**src/rtl/core/assert_macros.svh**
```systemverilog
// Assertion macros shared by the command decoder RTL.
// No dependencies; the assertions compile out when SYNTHESIS is defined.
`ifndef ASSERT_MACROS_SVH
`define ASSERT_MACROS_SVH
`ifndef SYNTHESIS
`define ASSERT_AT(lbl, clk, rstn, prop, msg) \
  lbl: assert property (@(posedge clk) disable iff (!rstn) prop) else $error(msg);
`define ASSERT_STD(lbl, prop, msg) `ASSERT_AT(lbl, clk_i, rst_ni, prop, msg)
`else
`define ASSERT_AT(lbl, clk, rstn, prop, msg)
`define ASSERT_STD(lbl, prop, msg)
`endif
`endif

```
**src/rtl/core/sbocd_pkg.sv**
```systemverilog
// Package for the bulk-only SCSI command decoder: types, opcodes, reply tables.
// No dependencies; used by every module of the decoder.
package sbocd_pkg;

  localparam int unsigned BLOCK_BYTES_DEF = 512;
  localparam int unsigned QUEUE_DEPTH_DEF = 2;

  localparam int unsigned OPCODE_W   = 8;
  localparam int unsigned ADDR_W     = 32;
  localparam int unsigned COUNT_W    = 16;
  localparam int unsigned XFER_W     = 25;
  localparam int unsigned RLEN_W     = 6;
  localparam int unsigned CFG_IDX_W  = 8;
  localparam int unsigned CFG_DATA_W = 32;
  localparam int unsigned S_TDATA_W  = 88;
  localparam int unsigned M_TDATA_W  = 120;
  localparam int unsigned M_TUSER_W  = 2;

  localparam logic [CFG_IDX_W-1:0] CFG_DISK_BLOCKS = 8'd0;
  localparam logic [CFG_IDX_W-1:0] CFG_FLASH_CARD  = 8'd1;
  localparam logic [ADDR_W-1:0]    DISK_BLOCKS_RST = 32'd2048;

  localparam logic [7:0] OP_TEST_UNIT_READY = 8'h00;
  localparam logic [7:0] OP_REQUEST_SENSE   = 8'h03;
  localparam logic [7:0] OP_INQUIRY         = 8'h12;
  localparam logic [7:0] OP_MODE_SENSE6     = 8'h1A;
  localparam logic [7:0] OP_START_STOP      = 8'h1B;
  localparam logic [7:0] OP_PREVENT_ALLOW   = 8'h1E;
  localparam logic [7:0] OP_READ_CAPACITY10 = 8'h25;
  localparam logic [7:0] OP_READ10          = 8'h28;
  localparam logic [7:0] OP_WRITE10         = 8'h2A;
  localparam logic [7:0] OP_SYNC_CACHE10    = 8'h35;
  localparam logic [7:0] OP_MODE_SENSE10    = 8'h5A;

  localparam logic [7:0] SK_ILLEGAL_REQUEST = 8'h05;
  localparam logic [7:0] ASC_BAD_OPCODE     = 8'h20;
  localparam logic [7:0] ASC_BAD_LBA        = 8'h21;
  localparam logic [7:0] SENSE_FIXED_FORMAT = 8'h70;
  localparam logic [7:0] SENSE_ADD_LEN      = 8'd10;
  localparam logic [7:0] MODE6_DATA_LEN     = 8'd3;
  localparam logic [7:0] MODE10_DATA_LEN    = 8'd6;

  localparam logic [RLEN_W-1:0] LEN_INQUIRY  = 6'd36;
  localparam logic [RLEN_W-1:0] LEN_SENSE    = 6'd18;
  localparam logic [RLEN_W-1:0] LEN_CAPACITY = 6'd8;
  localparam logic [RLEN_W-1:0] LEN_MODE6    = 6'd4;
  localparam logic [RLEN_W-1:0] LEN_MODE10   = 6'd8;

  localparam logic [7:0] INQUIRY_DATA [36] = '{
    8'h00, 8'h80, 8'h04, 8'h02, 8'h1F, 8'h00, 8'h00, 8'h00,
    8'h54, 8'h69, 8'h6B, 8'h75, 8'h4F, 8'h53, 8'h20, 8'h20,
    8'h52, 8'h41, 8'h4D, 8'h20, 8'h44, 8'h69, 8'h73, 8'h6B,
    8'h20, 8'h20, 8'h20, 8'h20, 8'h20, 8'h20, 8'h20, 8'h20,
    8'h30, 8'h2E, 8'h30, 8'h36
  };

  localparam logic [7:0] FLASH_PRODUCT [16] = '{
    8'h65, 8'h4D, 8'h4D, 8'h43, 8'h20, 8'h38, 8'h47, 8'h42,
    8'h20, 8'h20, 8'h20, 8'h20, 8'h20, 8'h20, 8'h20, 8'h20
  };

  typedef enum logic [1:0] {
    ACT_NONE  = 2'd0,
    ACT_REPLY = 2'd1,
    ACT_READ  = 2'd2,
    ACT_WRITE = 2'd3
  } action_e;

  typedef enum logic [3:0] {
    CMD_NODATA,
    CMD_READ,
    CMD_WRITE,
    CMD_BAD_RANGE,
    CMD_UNKNOWN,
    CMD_INQUIRY,
    CMD_SENSE,
    CMD_CAPACITY,
    CMD_MODE6,
    CMD_MODE10
  } cmd_kind_e;

  typedef struct packed {
    logic [ADDR_W-1:0]   host;
    logic [COUNT_W-1:0]  nblk;
    logic [ADDR_W-1:0]   lba;
    logic [OPCODE_W-1:0] opcode;
  } cmd_t;

  typedef struct packed {
    action_e             action;
    cmd_kind_e           kind;
    logic [ADDR_W-1:0]   addr;
    logic [COUNT_W-1:0]  count;
    logic [XFER_W-1:0]   xfer;
    logic [ADDR_W-1:0]   residue;
    logic                fail;
    logic [RLEN_W-1:0]   rlen;
    logic                flash;
    logic [7:0]          skey;
    logic [7:0]          scode;
    logic [ADDR_W-1:0]   last_lba;
  } desc_t;

  function automatic logic [7:0] reply_byte(cmd_kind_e kind, logic [RLEN_W-1:0] idx,
                                            logic flash, logic [7:0] skey,
                                            logic [7:0] scode, logic [31:0] last_lba,
                                            logic [31:0] blk);
    logic [7:0] b;
    b = 8'h00;
    case (kind)
      CMD_INQUIRY: begin
        if (flash && idx[5:4] == 2'b01) begin
          b = FLASH_PRODUCT[idx[3:0]];
        end else if (idx < LEN_INQUIRY) begin
          b = INQUIRY_DATA[idx];
        end
      end
      CMD_SENSE: begin
        case (idx)
          6'd0:    b = SENSE_FIXED_FORMAT;
          6'd2:    b = skey;
          6'd7:    b = SENSE_ADD_LEN;
          6'd12:   b = scode;
          default: b = 8'h00;
        endcase
      end
      CMD_CAPACITY: begin
        case (idx)
          6'd0:    b = last_lba[31:24];
          6'd1:    b = last_lba[23:16];
          6'd2:    b = last_lba[15:8];
          6'd3:    b = last_lba[7:0];
          6'd4:    b = blk[31:24];
          6'd5:    b = blk[23:16];
          6'd6:    b = blk[15:8];
          6'd7:    b = blk[7:0];
          default: b = 8'h00;
        endcase
      end
      CMD_MODE6: begin
        if (idx == 6'd0) b = MODE6_DATA_LEN;
      end
      CMD_MODE10: begin
        if (idx == 6'd1) b = MODE10_DATA_LEN;
      end
      default: b = 8'h00;
    endcase
    return b;
  endfunction

endpackage

```
**src/rtl/core/sbocd_queue.sv**
```systemverilog
// Descriptor queue between the decoder front end and the reply streamer.
// Depends on sbocd_pkg and assert_macros.svh.
`include "assert_macros.svh"

module sbocd_queue #(
  parameter int unsigned DEPTH = sbocd_pkg::QUEUE_DEPTH_DEF
) (
  input  logic            clk_i,
  input  logic            rst_ni,
  input  logic            push_i,
  input  sbocd_pkg::desc_t push_desc_i,
  output logic            full_o,
  input  logic            pop_i,
  output logic            valid_o,
  output sbocd_pkg::desc_t head_o
);
  import sbocd_pkg::*;

  localparam int unsigned PtrW = (DEPTH > 1) ? $clog2(DEPTH) : 1;
  localparam int unsigned CntW = $clog2(DEPTH + 1);
  localparam logic [PtrW-1:0] PtrLast = PtrW'(DEPTH - 1);
  localparam logic [CntW-1:0] CntFull = CntW'(DEPTH);

  desc_t           mem_q [DEPTH];
  logic [PtrW-1:0] wr_ptr_q, wr_ptr_d;
  logic [PtrW-1:0] rd_ptr_q, rd_ptr_d;
  logic [CntW-1:0] count_q, count_d;
  logic            do_push, do_pop;

  assign full_o  = (count_q == CntFull);
  assign valid_o = (count_q != '0);
  assign head_o  = mem_q[rd_ptr_q];
  assign do_push = push_i && !full_o;
  assign do_pop  = pop_i && valid_o;

  always_comb begin
    wr_ptr_d = wr_ptr_q;
    rd_ptr_d = rd_ptr_q;
    count_d  = count_q;
    if (do_push) begin
      wr_ptr_d = (wr_ptr_q == PtrLast) ? '0 : wr_ptr_q + 1'b1;
    end
    if (do_pop) begin
      rd_ptr_d = (rd_ptr_q == PtrLast) ? '0 : rd_ptr_q + 1'b1;
    end
    if (do_push && !do_pop) begin
      count_d = count_q + 1'b1;
    end else if (do_pop && !do_push) begin
      count_d = count_q - 1'b1;
    end
  end

  always_ff @(posedge clk_i or negedge rst_ni) begin
    if (!rst_ni) begin
      wr_ptr_q <= '0;
      rd_ptr_q <= '0;
      count_q  <= '0;
    end else begin
      wr_ptr_q <= wr_ptr_d;
      rd_ptr_q <= rd_ptr_d;
      count_q  <= count_d;
    end
  end

  always_ff @(posedge clk_i) begin
    if (do_push) begin
      mem_q[wr_ptr_q] <= push_desc_i;
    end
  end

  `ASSERT_STD(a_no_push_when_full, push_i |-> !full_o, "push into a full queue")
  `ASSERT_STD(a_count_bound, count_q <= CntFull, "queue count beyond depth")

endmodule

```
**src/rtl/core/sbocd_front.sv**
```systemverilog
// Decoder front end: command intake, classification, range check, sense store.
// Depends on sbocd_pkg and assert_macros.svh.
`include "assert_macros.svh"

module sbocd_front #(
  parameter int unsigned BLOCK_BYTES = sbocd_pkg::BLOCK_BYTES_DEF
) (
  input  logic                                clk_i,
  input  logic                                rst_ni,
  input  logic                                cfg_valid_i,
  input  logic [sbocd_pkg::CFG_IDX_W-1:0]     cfg_index_i,
  input  logic [sbocd_pkg::CFG_DATA_W-1:0]    cfg_data_i,
  input  logic                                in_valid_i,
  output logic                                in_ready_o,
  input  sbocd_pkg::cmd_t                     in_cmd_i,
  output logic                                push_o,
  input  logic                                full_i,
  output sbocd_pkg::desc_t                    desc_o
);
  import sbocd_pkg::*;

  localparam int unsigned BbW   = $clog2(BLOCK_BYTES + 1);
  localparam int unsigned ProdW = COUNT_W + BbW;
  localparam int unsigned CmpW  = (ProdW > ADDR_W) ? ProdW : ADDR_W;

  logic [ADDR_W-1:0] disk_q;
  logic              flash_q;
  logic [7:0]        skey_q, skey_d;
  logic [7:0]        scode_q, scode_d;

  logic              s1_valid_q, s1_valid_d;
  cmd_kind_e         s1_kind_q;
  logic [ADDR_W-1:0] s1_lba_q;
  logic [COUNT_W-1:0] s1_nblk_q;
  logic [ADDR_W-1:0] s1_host_q;
  logic [ProdW-1:0]  s1_prod_q;
  logic [7:0]        s1_skey_q, s1_scode_q;
  logic              s1_flash_q;
  logic [ADDR_W-1:0] s1_last_lba_q;

  logic              in_fire;
  logic [ADDR_W-1:0] room;
  logic              range_ok;
  cmd_kind_e         kind;
  logic [CmpW-1:0]   bytes;
  logic [RLEN_W-1:0] full_len;
  logic [RLEN_W-1:0] cap_len;

  assign in_ready_o = !s1_valid_q || !full_i;
  assign in_fire    = in_valid_i && in_ready_o;
  assign push_o     = s1_valid_q && !full_i;

  always_ff @(posedge clk_i or negedge rst_ni) begin
    if (!rst_ni) begin
      disk_q  <= DISK_BLOCKS_RST;
      flash_q <= 1'b0;
    end else if (cfg_valid_i) begin
      if (cfg_index_i == CFG_DISK_BLOCKS) begin
        disk_q <= cfg_data_i;
      end else if (cfg_index_i == CFG_FLASH_CARD) begin
        flash_q <= cfg_data_i[0];
      end
    end
  end

  assign room     = disk_q - in_cmd_i.lba;
  assign range_ok = (in_cmd_i.nblk == '0) ||
                    ((in_cmd_i.lba < disk_q) && (ADDR_W'(in_cmd_i.nblk) <= room));

  always_comb begin
    case (in_cmd_i.opcode)
      OP_READ10:          kind = range_ok ? CMD_READ : CMD_BAD_RANGE;
      OP_WRITE10:         kind = range_ok ? CMD_WRITE : CMD_BAD_RANGE;
      OP_TEST_UNIT_READY,
      OP_START_STOP,
      OP_PREVENT_ALLOW,
      OP_SYNC_CACHE10:    kind = CMD_NODATA;
      OP_INQUIRY:         kind = CMD_INQUIRY;
      OP_REQUEST_SENSE:   kind = CMD_SENSE;
      OP_READ_CAPACITY10: kind = CMD_CAPACITY;
      OP_MODE_SENSE6:     kind = CMD_MODE6;
      OP_MODE_SENSE10:    kind = CMD_MODE10;
      default:            kind = CMD_UNKNOWN;
    endcase
  end

  always_comb begin
    skey_d     = skey_q;
    scode_d    = scode_q;
    s1_valid_d = s1_valid_q;
    if (in_fire) begin
      s1_valid_d = 1'b1;
      case (kind)
        CMD_BAD_RANGE: begin
          skey_d  = SK_ILLEGAL_REQUEST;
          scode_d = ASC_BAD_LBA;
        end
        CMD_UNKNOWN: begin
          skey_d  = SK_ILLEGAL_REQUEST;
          scode_d = ASC_BAD_OPCODE;
        end
        CMD_SENSE: begin
          skey_d  = '0;
          scode_d = '0;
        end
        default: begin
          skey_d  = skey_q;
          scode_d = scode_q;
        end
      endcase
    end else if (push_o) begin
      s1_valid_d = 1'b0;
    end
  end

  always_ff @(posedge clk_i or negedge rst_ni) begin
    if (!rst_ni) begin
      s1_valid_q <= 1'b0;
      skey_q     <= '0;
      scode_q    <= '0;
    end else begin
      s1_valid_q <= s1_valid_d;
      skey_q     <= skey_d;
      scode_q    <= scode_d;
    end
  end

  always_ff @(posedge clk_i) begin
    if (in_fire) begin
      s1_kind_q     <= kind;
      s1_lba_q      <= in_cmd_i.lba;
      s1_nblk_q     <= in_cmd_i.nblk;
      s1_host_q     <= in_cmd_i.host;
      s1_prod_q     <= ProdW'(in_cmd_i.nblk) * ProdW'(BLOCK_BYTES);
      s1_skey_q     <= skey_q;
      s1_scode_q    <= scode_q;
      s1_flash_q    <= flash_q;
      s1_last_lba_q <= disk_q - 1'b1;
    end
  end

  assign bytes = (CmpW'(s1_prod_q) > CmpW'(s1_host_q)) ? CmpW'(s1_host_q) : CmpW'(s1_prod_q);

  always_comb begin
    case (s1_kind_q)
      CMD_INQUIRY:  full_len = LEN_INQUIRY;
      CMD_SENSE:    full_len = LEN_SENSE;
      CMD_CAPACITY: full_len = LEN_CAPACITY;
      CMD_MODE6:    full_len = LEN_MODE6;
      CMD_MODE10:   full_len = LEN_MODE10;
      default:      full_len = '0;
    endcase
  end

  assign cap_len = (s1_host_q < ADDR_W'(full_len)) ? s1_host_q[RLEN_W-1:0] : full_len;

  always_comb begin
    desc_o          = '0;
    desc_o.action   = ACT_NONE;
    desc_o.kind     = s1_kind_q;
    desc_o.residue  = s1_host_q;
    desc_o.flash    = s1_flash_q;
    desc_o.skey     = s1_skey_q;
    desc_o.scode    = s1_scode_q;
    desc_o.last_lba = s1_last_lba_q;
    case (s1_kind_q)
      CMD_READ, CMD_WRITE: begin
        desc_o.action  = (s1_kind_q == CMD_READ) ? ACT_READ : ACT_WRITE;
        desc_o.addr    = s1_lba_q;
        desc_o.count   = s1_nblk_q;
        desc_o.xfer    = bytes[XFER_W-1:0];
        desc_o.residue = s1_host_q - bytes[ADDR_W-1:0];
      end
      CMD_BAD_RANGE, CMD_UNKNOWN: begin
        desc_o.fail = 1'b1;
      end
      CMD_INQUIRY, CMD_SENSE, CMD_CAPACITY, CMD_MODE6, CMD_MODE10: begin
        if (cap_len != '0) begin
          desc_o.action  = ACT_REPLY;
          desc_o.xfer    = XFER_W'(cap_len);
          desc_o.residue = s1_host_q - ADDR_W'(cap_len);
          desc_o.rlen    = cap_len;
        end
      end
      default: begin
        desc_o.fail = 1'b0;
      end
    endcase
  end

  `ASSERT_STD(a_bad_range_sense,
    (in_fire && kind == CMD_BAD_RANGE) |=>
      (skey_q == SK_ILLEGAL_REQUEST && scode_q == ASC_BAD_LBA),
    "bad range left no sense")
  `ASSERT_STD(a_fail_no_action,
    (s1_valid_q && desc_o.fail) |-> (desc_o.action == ACT_NONE),
    "failed command carries an action")

endmodule

```
**src/rtl/core/sbocd_back.sv**
```systemverilog
// Reply streamer: turns queued descriptors into result transactions, one per cycle
// while the output is not stalled. Depends on sbocd_pkg and assert_macros.svh.
`include "assert_macros.svh"

module sbocd_back #(
  parameter int unsigned BLOCK_BYTES = sbocd_pkg::BLOCK_BYTES_DEF
) (
  input  logic                             clk_i,
  input  logic                             rst_ni,
  input  logic                             head_valid_i,
  input  sbocd_pkg::desc_t                 head_i,
  output logic                             pop_o,
  output logic                             out_valid_o,
  input  logic                             out_ready_i,
  output sbocd_pkg::action_e               out_action_o,
  output logic [sbocd_pkg::ADDR_W-1:0]     out_addr_o,
  output logic [sbocd_pkg::COUNT_W-1:0]    out_count_o,
  output logic [sbocd_pkg::XFER_W-1:0]     out_xfer_o,
  output logic [sbocd_pkg::ADDR_W-1:0]     out_residue_o,
  output logic                             out_fail_o,
  output logic [sbocd_pkg::RLEN_W-1:0]     out_rlen_o,
  output logic [7:0]                       out_byte_o,
  output logic                             out_last_o
);
  import sbocd_pkg::*;

  localparam logic [31:0] BlkBytes = 32'(BLOCK_BYTES);

  logic              m_valid_q, m_valid_d;
  action_e           m_action_q;
  logic [ADDR_W-1:0] m_addr_q;
  logic [COUNT_W-1:0] m_count_q;
  logic [XFER_W-1:0] m_xfer_q;
  logic [ADDR_W-1:0] m_residue_q;
  logic              m_fail_q;
  logic [RLEN_W-1:0] m_rlen_q;
  logic [7:0]        m_byte_q;
  logic              m_last_q;
  logic [RLEN_W-1:0] idx_q, idx_d;

  logic              advance, load, is_reply, last_item;
  logic [7:0]        next_byte;

  assign advance   = !m_valid_q || out_ready_i;
  assign load      = advance && head_valid_i;
  assign is_reply  = (head_i.action == ACT_REPLY);
  assign last_item = !is_reply || (idx_q == head_i.rlen - 1'b1);
  assign pop_o     = load && last_item;
  assign next_byte = is_reply ? reply_byte(head_i.kind, idx_q, head_i.flash, head_i.skey,
                                           head_i.scode, head_i.last_lba, BlkBytes)
                              : 8'h00;

  always_comb begin
    m_valid_d = m_valid_q;
    idx_d     = idx_q;
    if (advance) begin
      m_valid_d = head_valid_i;
    end
    if (load) begin
      idx_d = last_item ? '0 : idx_q + 1'b1;
    end
  end

  always_ff @(posedge clk_i or negedge rst_ni) begin
    if (!rst_ni) begin
      m_valid_q <= 1'b0;
      idx_q     <= '0;
    end else begin
      m_valid_q <= m_valid_d;
      idx_q     <= idx_d;
    end
  end

  always_ff @(posedge clk_i) begin
    if (load) begin
      m_action_q  <= head_i.action;
      m_addr_q    <= head_i.addr;
      m_count_q   <= head_i.count;
      m_xfer_q    <= head_i.xfer;
      m_residue_q <= head_i.residue;
      m_fail_q    <= head_i.fail;
      m_rlen_q    <= head_i.rlen;
      m_byte_q    <= next_byte;
      m_last_q    <= last_item;
    end
  end

  assign out_valid_o   = m_valid_q;
  assign out_action_o  = m_action_q;
  assign out_addr_o    = m_addr_q;
  assign out_count_o   = m_count_q;
  assign out_xfer_o    = m_xfer_q;
  assign out_residue_o = m_residue_q;
  assign out_fail_o    = m_fail_q;
  assign out_rlen_o    = m_rlen_q;
  assign out_byte_o    = m_byte_q;
  assign out_last_o    = m_last_q;

  `ASSERT_STD(a_only_reply_continues,
    (m_valid_q && !m_last_q) |-> (m_action_q == ACT_REPLY),
    "non-reply transaction without last")
  `ASSERT_STD(a_reply_has_length,
    (m_valid_q && m_action_q == ACT_REPLY) |-> (m_rlen_q != '0),
    "reply transaction with zero length")

endmodule

```
**src/rtl/core/scsi_bulk_only_command_decoder.sv**
```systemverilog
// Channel    Dir  Handshake             Payload
// s_axis     in   tvalid/tready         command: opcode, LBA, block count, host length
// m_axis     out  tvalid/tready         result: action, transfer fields, reply byte, tlast
// cfg        in   cfg_valid/cfg_ready   register index and write data
//
// A command is classified on intake; its results pass the queue and output register.
// Reply commands stream one byte per cycle, up to 36 bytes each, set by the reply length.
// Other commands give one result transaction per cycle; m_axis backpressure stalls both.
// The front end takes commands while the queue has room or its stage register is empty.
// Reset clears the sense data and restores disk_blocks to 2048; no clearing pass.
// Top level of the bulk-only SCSI command decoder. Depends on sbocd_pkg,
// sbocd_front, sbocd_queue and sbocd_back.
module scsi_bulk_only_command_decoder #(
  parameter int unsigned BLOCK_BYTES = sbocd_pkg::BLOCK_BYTES_DEF,
  parameter int unsigned QUEUE_DEPTH = sbocd_pkg::QUEUE_DEPTH_DEF
) (
  input  logic                                clk_i,
  input  logic                                rst_ni,
  input  logic                                cfg_valid_i,
  output logic                                cfg_ready_o,
  input  logic [sbocd_pkg::CFG_IDX_W-1:0]     cfg_index_i,
  input  logic [sbocd_pkg::CFG_DATA_W-1:0]    cfg_data_i,
  input  logic                                s_axis_tvalid,
  output logic                                s_axis_tready,
  // opcode[7:0], block_address[39:8], block_count[55:40], host_length[87:56]
  input  logic [sbocd_pkg::S_TDATA_W-1:0]     s_axis_tdata,
  output logic                                m_axis_tvalid,
  input  logic                                m_axis_tready,
  // out_address[31:0], out_count[47:32], transfer_bytes[72:48], residue[104:73],
  // fail_status[105], reply_length[111:106], reply_byte[119:112]
  output logic [sbocd_pkg::M_TDATA_W-1:0]     m_axis_tdata,
  // action[1:0]
  output logic [sbocd_pkg::M_TUSER_W-1:0]     m_axis_tuser,
  output logic                                m_axis_tlast
);
  import sbocd_pkg::*;

  cmd_t              cmd;
  desc_t             push_desc, head_desc;
  logic              push, full, pop, head_valid;
  action_e           out_action;
  logic [ADDR_W-1:0] out_addr;
  logic [COUNT_W-1:0] out_count;
  logic [XFER_W-1:0] out_xfer;
  logic [ADDR_W-1:0] out_residue;
  logic              out_fail;
  logic [RLEN_W-1:0] out_rlen;
  logic [7:0]        out_byte;

  assign cfg_ready_o = 1'b1;

  assign cmd.opcode = s_axis_tdata[7:0];
  assign cmd.lba    = s_axis_tdata[39:8];
  assign cmd.nblk   = s_axis_tdata[55:40];
  assign cmd.host   = s_axis_tdata[87:56];

  sbocd_front #(
    .BLOCK_BYTES (BLOCK_BYTES)
  ) u_front (
    .clk_i       (clk_i),
    .rst_ni      (rst_ni),
    .cfg_valid_i (cfg_valid_i),
    .cfg_index_i (cfg_index_i),
    .cfg_data_i  (cfg_data_i),
    .in_valid_i  (s_axis_tvalid),
    .in_ready_o  (s_axis_tready),
    .in_cmd_i    (cmd),
    .push_o      (push),
    .full_i      (full),
    .desc_o      (push_desc)
  );

  sbocd_queue #(
    .DEPTH (QUEUE_DEPTH)
  ) u_queue (
    .clk_i       (clk_i),
    .rst_ni      (rst_ni),
    .push_i      (push),
    .push_desc_i (push_desc),
    .full_o      (full),
    .pop_i       (pop),
    .valid_o     (head_valid),
    .head_o      (head_desc)
  );

  sbocd_back #(
    .BLOCK_BYTES (BLOCK_BYTES)
  ) u_back (
    .clk_i         (clk_i),
    .rst_ni        (rst_ni),
    .head_valid_i  (head_valid),
    .head_i        (head_desc),
    .pop_o         (pop),
    .out_valid_o   (m_axis_tvalid),
    .out_ready_i   (m_axis_tready),
    .out_action_o  (out_action),
    .out_addr_o    (out_addr),
    .out_count_o   (out_count),
    .out_xfer_o    (out_xfer),
    .out_residue_o (out_residue),
    .out_fail_o    (out_fail),
    .out_rlen_o    (out_rlen),
    .out_byte_o    (out_byte),
    .out_last_o    (m_axis_tlast)
  );

  assign m_axis_tdata = {out_byte, out_rlen, out_fail, out_residue, out_xfer,
                         out_count, out_addr};
  assign m_axis_tuser = out_action;

endmodule

```
**config.mk**
```make
export PLATFORM = sky130hd
export DESIGN_NAME = scsi_bulk_only_command_decoder
export DESIGN_NICKNAME = d
export VERILOG_FILES = /design/src/rtl/core/sbocd_pkg.sv /design/src/rtl/core/sbocd_queue.sv /design/src/rtl/core/sbocd_front.sv /design/src/rtl/core/sbocd_back.sv /design/src/rtl/core/scsi_bulk_only_command_decoder.sv
export VERILOG_INCLUDE_DIRS = /design/src /design/src/rtl/core
export SDC_FILE = /design/constraint.sdc
export NUM_CORES = 1
export LEC_CHECK = 0
export BUFFER_PORTS_ARGS = -buffer_cell sky130_fd_sc_hd__buf_2
export CAP_MARGIN = 15
export CORE_MARGIN = 5
export CORE_UTILIZATION = 60
export DETAILED_ROUTE_END_ITERATION = 12
export PLACE_DENSITY = 0.92
export RECOVER_POWER = 25
export SYNTH_ARGS = -nofsm -noshare
export SYNTH_HDL_FRONTEND = slang
export SYNTH_SLANG_ARGS = --single-unit
```
**constraint.sdc**
```tcl
create_clock -name clk_i -period 11.78 [get_ports clk_i]
set_input_delay 0.589 -clock clk_i [delete_from_list [all_inputs] [get_ports clk_i]]
set_output_delay 0.589 -clock clk_i [all_outputs]
set_load 0.05 [all_outputs]
```
==> impl_metrics.json <==
{
  "dp_slack_ns": 6.199,
  "synth_edf_count": 551,
  "hold_buffers": 0,
  "power.density_mw_per_mm2": 239.2,
  "reg2regPathDepth": 18,
  "violations": "capacitance limit, slew limit",
  "syn_area_per_cell_um2": 13.36,
  "wirelength_um": 69520,
  "dieArea_mm2": 0.05115,
  "ys_ff_latch": 599,
  "via_per_inst": 6.253,
  "cts_buffer_depth": 3,
  "cts-resized-gates": 0,
  "die_y_um": 226.2,
  "rsz0062_at_grt": "false",
  "antenna_found_initial": 4,
  "ios": 259,
  "syn_to_final_growth_pct": 12.45,
  "synth_area_leaders": "edfxtp_1 (59%), mux2_2 (5.9%), ha_1 (4.4%)",
  "cts_buffers": 57,
  "rows": 79,
  "status": "finished with violations",
  "setup_slack_ns": 6.090,
  "hold_start": "s_axis_tdata[75]",
  "finalSetupTns_ns": 0,
  "drt_iter0_drc": 2167,
  "vias": 18809,
  "met1_usage_pct": 36.19,
  "syn-cell-area_mm2": 0.02804,
  "arrival_ns": 6.04,
  "async_flop_share_pct": 8.013,
  "skew_ns": 0.02723,
  "yosysTopAreaCellShare_pct": 59.01,
  "end_kind": "flip-flop",
  "layout_common_cells": "edfxtp_1 (551), buf_2 (187), mux2_2 (130)",
  "power_mw": 7.543,
  "portBuffers": 257,
  "drc": 0,
  "r2r-end": "u_queue.mem_q[0][87]",
  "layout-drive-gt1-share_pct": 18.64,
  "maxSlewViolCount": 175,
  "busiest_layer": "met2",
  "fmax_ghz": 0.1757,
  "globalRouteMet2Util_pct": 43.42,
  "worstHoldPathCells": 1,
  "final_cells": 3008,
  "cts_tree": "built",
  "irDropWorstVdd_mv": 0.2835,
  "cp.required_ns": 12.13,
  "grt_pass1_wl_um": 105500,
  "r2r_slack_ns": 6.09,
  "start_kind": "flip-flop",
  "post-route-period-util_pct": 48.30,
  "period_minus_slack_ns": 5.690,
  "cts_root_buffer": "clkbuf_16",
  "final_area_mm2": 0.03153,
  "yosys.cell_types.count": 94,
  "die_w_um": 226.2,
  "leakage_nw": 12.19,
  "coreArea_mm2": 0.04636,
  "synthFlopType": "edfxtp_1",
  "hp-class": "in2reg",
  "clk_pin_slew_ns": 0.06,
  "max_cap_viol_count": 4,
  "setup_viol": 0,
  "ys_warn_count": 0,
  "cts_setup_buffers": 0,
  "final_hold_viol_count": 0,
  "clk_latency_ns": 0.62,
  "nets": 2590,
  "crit_type": "reg2reg",
  "start_util_pct": 60.48,
  "yosys.area.top_type": "edfxtp_1",
  "routabilityCongestion": 0.9730,
  "reg2reg_from": "u_front.s1_host_q[25]",
  "grt_pass1_vias": 18476,
  "htreeDepth": 2,
  "grt_max_degree": 155,
  "cp_max_fo": 37,
  "gr-total-overflow": 0,
  "hold_end": "u_front.s1_host_q[19]",
  "placed_cell_area_mm2": 0.02991,
  "tightest_slew_ns": 2.867,
  "ys_seq_area_share_pct": 63.30,
  "first_pass_iters": 9,
  "dp_hpwl_um": 48780,
  "met3_usage_pct": 4.940,
  "grt_usage_pct": 26.70,
  "clock-sinks": 599,
  "ant_nets": 0,
  "dp_cells": 2903,
  "relSlewSlack_pct": -91.15,
  "final_common_cell": "edfxtp_1",
  "postSynthCellCount": 2098,
  "routedWlPerCell_um": 23.11
}
==> flip-flops by register name, summed over array words and instances, names as in the netlist, 25 cells and up <==
| signal | flops |
|---|---|
| u_queue.mem_q | 308 |
| u_front.disk_q | 32 |
| u_back.out_residue_o | 32 |
| u_back.out_xfer_o | 25 |
| u_back.out_addr_o | 32 |
| u_front.s1_last_lba_q | 32 |
| u_front.s1_host_q | 32 |
| u_front.s1_lba_q | 32 |
==> layout make-up <==
cell class | instances | area [um^2]
Tap cell | 607 | 759.5
Fill cell | 3093 | 14830
Clock inverter | 37 | 260.3
Sequential cell | 599 | 17750
Multi-Input combinational cell | 1323 | 9595
Inverter | 102 | 385.4
Clock buffer | 64 | 1453
Timing Repair Buffer | 273 | 1320
Antenna cell | 3 | 7.507
==> cell usage after synthesis, types with 40 or more instances <==
master	n
edfxtp_1	551
mux2_2	146
nor2_1	122
a21oi_1	116
nand2_1	114
ha_1	99
inv_1	99
o21ai_0	74
and2_1	62
clkbuf_1	47
dfrtp_1	47
mux2i_1	44
xor2_1	43
nor3_1	40
==> critical path, stage by stage, from the launching register on <==
cell,delay [ns]
edfxtp_1,0.50
or4_1,0.62
or3_1,0.44
nor2_1,0.23
o21a_1,0.20
nand2_1,0.63
nor2_1,0.29
a21oi_1,0.10
ha_1,0.38
o21a_1,0.19
o21a_1,0.13
o21ai_0,0.12
a21oi_1,0.33
o211ai_1,0.18
a31oi_1,0.23
o21ai_0,0.10
a21oi_1,0.44
nor2_1,0.13
xor2_1,0.18
==> how the worst max path moves through the flow <==
stage	startpoint	to	slack (ns)
CTS	u_front.s1_kind_q[1]	u_queue.mem_q[0][77]	6.19
global placement	u_front.s1_host_q[25]	u_queue.mem_q[0][83]	6.40
floorplan	u_queue.count_q[0]	u_queue.mem_q[0][0]	4.09
finish	u_front.s1_host_q[25]	u_queue.mem_q[0][87]	6.09
global route	u_front.s1_host_q[25]	u_queue.mem_q[0][87]	5.74
detailed placement	u_front.s1_host_q[25]	u_queue.mem_q[0][83]	6.20
==> where the power goes <==
part / switching, mW / leakage, nW / internal (mW)
Sequential: 0.262 / 5.91 / 3.16
Combinational: 1.74 / 5.46 / 0.680
Clock: 0.777 / 0.828 / 0.930
==> through the flow <==
stage | hold WS [ns] | util, %
finish | 0.1558 | 68.01
global route | 0.1270 | 68.00
CTS | 0.09099 | 68.21
detailed placement | 0.4298 | 64.52
global placement | 0.4223 | 64.52
floorplan | 0.2934 | -
==> metal layers <==
metal / vias up / share of wire, %
met1: 9000 / 39
met4: 2 / 5.1
met5: - / 0.019
met3: 243 / 9.2
met2: 1087 / 47
li1: 8477 / -
==> logic make-up after synthesis <==
group                      after synthesis  share of synthesized area [%]
AOI/OAI and AO/OA                      415                          9.782
xor gates and xnor gates                82                          2.561
adders and majority gates              101                          4.561
buffers and inverters                  177                          2.535
DFF                                    599                          63.30
muxes                                  190                          7.435
other                                    2                        0.02678
and+or+nand+nor                        532                          9.800
Note: power is estimated with default switching activity, not from simulation.
